## src/rtl/olst_pkg.sv

```systemverilog
package olst_pkg;

    localparam int DEPTH_DEF = 64;
    localparam int CNT_W     = 11;

    localparam logic [2:0] MODE_PUSH_FRONT = 3'd0;
    localparam logic [2:0] MODE_APPEND     = 3'd1;
    localparam logic [2:0] MODE_REMOVE     = 3'd2;
    localparam logic [2:0] MODE_SEARCH     = 3'd3;
    localparam logic [2:0] MODE_COUNT      = 3'd4;
    localparam logic [2:0] MODE_LIST       = 3'd5;

    localparam logic [3:0] STAT_INSERTED = 4'd0;
    localparam logic [3:0] STAT_FULL     = 4'd1;
    localparam logic [3:0] STAT_DELETED  = 4'd2;
    localparam logic [3:0] STAT_BADPOS   = 4'd3;
    localparam logic [3:0] STAT_FOUND    = 4'd4;
    localparam logic [3:0] STAT_NOTFOUND = 4'd5;
    localparam logic [3:0] STAT_COUNT    = 4'd6;
    localparam logic [3:0] STAT_ENTRY    = 4'd7;
    localparam logic [3:0] STAT_EMPTY    = 4'd8;

    typedef struct packed {
        logic [2:0]         mode;
        logic signed [31:0] value;
        logic [7:0]         position;
    } t_in_item;

    typedef struct packed {
        logic [3:0]         status;
        logic signed [31:0] element;
        logic [6:0]         entries;
        logic               last;
    } t_out_item;

    typedef enum logic [2:0] {
        OP_HOLD,
        OP_PUSH,
        OP_APPEND,
        OP_REMOVE,
        OP_ROTATE
    } t_cell_op;

    typedef struct packed {
        t_cell_op           op;
        logic signed [31:0] value;
        logic [CNT_W-1:0]   count;
        logic [CNT_W-1:0]   pos;
    } t_cell_cmd;

endpackage

```

## src/rtl/olst_cell.sv

```systemverilog
module olst_cell import olst_pkg::*; #(
    parameter int IDX = 0
) (
    input  logic               i_clk,
    input  t_cell_cmd          i_cmd,
    input  logic signed [31:0] i_left,
    input  logic signed [31:0] i_right,
    output logic signed [31:0] o_value
);

    localparam logic [CNT_W-1:0] IDX_C = CNT_W'(IDX);

    logic signed [31:0] r_value;
    logic signed [31:0] n_value;

    always_comb begin
        n_value = r_value;
        unique case (i_cmd.op)
            OP_HOLD:    n_value = r_value;
            OP_PUSH:    n_value = (IDX_C == '0) ? i_cmd.value : i_left;
            OP_APPEND:  n_value = (IDX_C == i_cmd.count) ? i_cmd.value : r_value;
            OP_REMOVE:  n_value = (IDX_C >= i_cmd.pos) ? i_right : r_value;
            OP_ROTATE:  n_value = i_right;
            default:    n_value = r_value;
        endcase
    end

    always_ff @(posedge i_clk) begin
        r_value <= n_value;
    end

    assign o_value = r_value;

endmodule

```

## config.mk

```make
export PLATFORM = sky130hd
export DESIGN_NAME = olst_cell
export DESIGN_NICKNAME = d
export VERILOG_FILES = /design/src/rtl/olst_pkg.sv /design/src/rtl/olst_cell.sv
export SDC_FILE = /design/constraint.sdc
export NUM_CORES = 1
export LEC_CHECK = 0
export ABC_AREA = 1
export ABC_CLOCK_PERIOD_IN_PS = 2600
export BUFFER_PORTS_ARGS = -buffer_cell sky130_fd_sc_hd__buf_4
export CAP_MARGIN = 0
export CORE_MARGIN = 2
export CORE_UTILIZATION = 32
export DETAILED_ROUTE_END_ITERATION = 8
export PLACE_DENSITY = 0.83
export SYNTH_ARGS = -nofsm -noshare
export SYNTH_HDL_FRONTEND = slang
export SYNTH_SLANG_ARGS = --single-unit
export TNS_END_PERCENT = 30
```

## constraint.sdc

```tcl
create_clock -name i_clk -period 2.6 [get_ports i_clk]
set_clock_uncertainty 0.15 [all_clocks]
set_input_delay 0.26 -clock i_clk [delete_from_list [all_inputs] [get_ports i_clk]]
set_output_delay 0.26 -clock i_clk [all_outputs]
set_load 0.02 [all_outputs]
```

==> reports/metrics.cfg <==
[floorplanning]
fp.dieW_um=74.3
initial_core_util_pct=33.2
die_area_sq_um=5520
die_y_um=74.3
core_sq_um=4750
num_rows=25
io-pin-count=154

[grt]
antenna_found_initial=0
grtUsageTotal_pct=16.1
gr-total-overflow=0
grt_pass1_vias=1544
grt_pass1_wl_mm=6.65
grt_max_degree=34

[placement]
dp_hpwl_mm=3.31
placed_cell_area_sq_um=2540
place.gp.congestion=0.722
port_buffers=121

[layout]
multi_input_area_sq_um=563
area_growth_pct=65.8
num_antenna_cells=0
fill_cells=445
drive_above_1_share_pct=45.9
nets=414
largest_reg_flops=32
seq_area_sq_um=961
fin_area_sq_um=2620

[timing]
fin_tns_setup_ns=0
grt_setup_unrepaired=no
worst_pin_slew_ns=0.894
slew_headroom_pct=40.2
slew_violations=0
finalCritPeriodShare_pct=67.0
fmaxAchievable_ghz=0.574
hold_viol=0
setup_viol=0
period_needed_ns=1.74

[yosys]
netlist_area_sq_um=1580
synth_top_area_share_pct=60.8
yosysWarningCount=0
yosys-top-cells-count=73 x nand2_1, 32 x edfxtp_1, 32 x nand3_1
synth.most_common_cell=nand2_1
ys_ff_latch=32
async_reset_ff_share_pct=0
ys_types=13
syn_inst=171
synth_area_leaders=edfxtp_1 61%, nand2_1 17%, nand3_1 10%
synth_flop_cell=edfxtp_1
synth_nets=293
ys_seq_area_share_pct=60.8
avgSynthCellArea_sq_um=9.24
synth-edff-count=32
synth_top_cell_by_area=edfxtp_1

[worst_setup_path]
worst-path-buf-inv=1
arrival_ns=1.49
startpoint_type=primary input
cp_num_cells=8
worstPathCellList=buf_4 -> nor2_1 -> nand2_1 -> nor2_1 -> nand2_1 -> nand2_1 -> nand2_1 -> nor2_4
end_kind=register
crit_path_top_delay_cell=nor2_4
worst-path-max-fanout=32
required_ns=2.35
max_stage_delay_ns=0.69
path_class=in2reg
path_delay_family=simple AND/OR/NAND/NOR gates
cp-startpoint=i_cmd[20]
cpMostUsedCell=nand2_1
cp-endpoint=o_value[3]

[flow_run]
timing.max_cap.violations=0

[pwr]
p_per_area_nw_per_um2=534
peakVddDrop_uv=227
p_leak_nw=1.29

[min_path]
hold_path_class=in2reg

[clock_network]
post_cts_buffers=0
h-tree-depth=2
clock_path_buffers=2
holdBufCountCts=0
clock-sinks=32
clockRootBuffer=clkbuf_8
cts.repair.resized=0
numCtsBuffers=5
cts.clk_slew.worst_paths_ns=0.06
tritoncts=done

[route]
drt-total-wl_mm=4.38
viasPerCell=4.47
vias=1604
ant_nets=0
first_pass_iters=4
drt-initial-drc-count=53
drc_errors=0
wl_per_cell_um=12.2

[outcome]
outcome=completed

per-layer routing:
metal / global-route usage (%) / vias up / part of all wire (%)
li1: - / 812 / -
met1: 15.4 / 703 / 35
met2: 31.2 / 84 / 54
met3: 5.56 / 5 / 10
met4: 6.35 / 0 / 0.68
met5: 0 / - / 0
cell usage in the layout, fill, tap and decap left out, drive strengths merged:
cell type | netlist | final
nand2 | 75 | 75
inv | 3 | 3
nor2 | 15 | 15
edfxtp | 32 | 32
a21oi | 1 | 1
buf | 9 | 123
nand3 | 33 | 33
and2 | 2 | 2
clkinv | 0 | 1
o21ai | 1 | 1
clkbuf | 0 | 6
power by group:
part | switching, mW | internal, mW
Sequential | 0.0163 | 0.650
Clock | 0.161 | 0.181
Combinational | 0.198 | 0.192
Total | 0.376 | 1.02
final cells by class:
type / count / area share, %
sequential: 32 / 36.7
timing repair buffer: 123 / 35.2
clock inverter: 1 / 0.191
tap: 67 / 3.20
clock buffer: 6 / 2.77
inverter: 3 / 0.430
multi-input combinational: 127 / 21.5
cell families (layout without fill, tap and decap cells):
family          count (synthesis)  after routing  share of synthesized area (%)
compound gates                  2              2                          0.633
buf+inv                        12            133                           4.04
flops                          32             32                           60.8
simple gates                  125            125                           34.5
per-stage QoR:
| stage | util [%] | power, mW | hold WS (ns) | instances | setup slack (ns) |
|---|---|---|---|---|---|
| 6_report | 55.1 | 1.40 | 0.0961 | 359 | 0.859 |
| 5_1_grt | 55.1 | 1.47 | 0.0978 | 359 | 0.733 |
| 4_1_cts | 55.1 | 1.42 | 0.0878 | 359 | 0.848 |
| 3_5_place_dp | 53.5 | 1.07 | 0.376 | 352 | 0.553 |
| 3_3_place_gp | 53.5 | 1.06 | 0.373 | 352 | 0.570 |
| 2_1_floorplan | - | 0.854 | 0.289 | 171 | 0.0493 |
how the worst min path moves through the flow:
| stage | from | end | depth (start not counted) |
|---|---|---|---|
| global route | i_right[25] | o_value[25] | 3 |
| global placement | i_right[25] | o_value[25] | 3 |
| finish | i_right[30] | o_value[30] | 3 |
| CTS | i_right[25] | o_value[25] | 3 |
| detailed placement | i_right[3] | o_value[3] | 3 |
| floorplan | i_right[0] | o_value[0] | 2 |
Note: power is estimated with default switching activity, not from simulation.
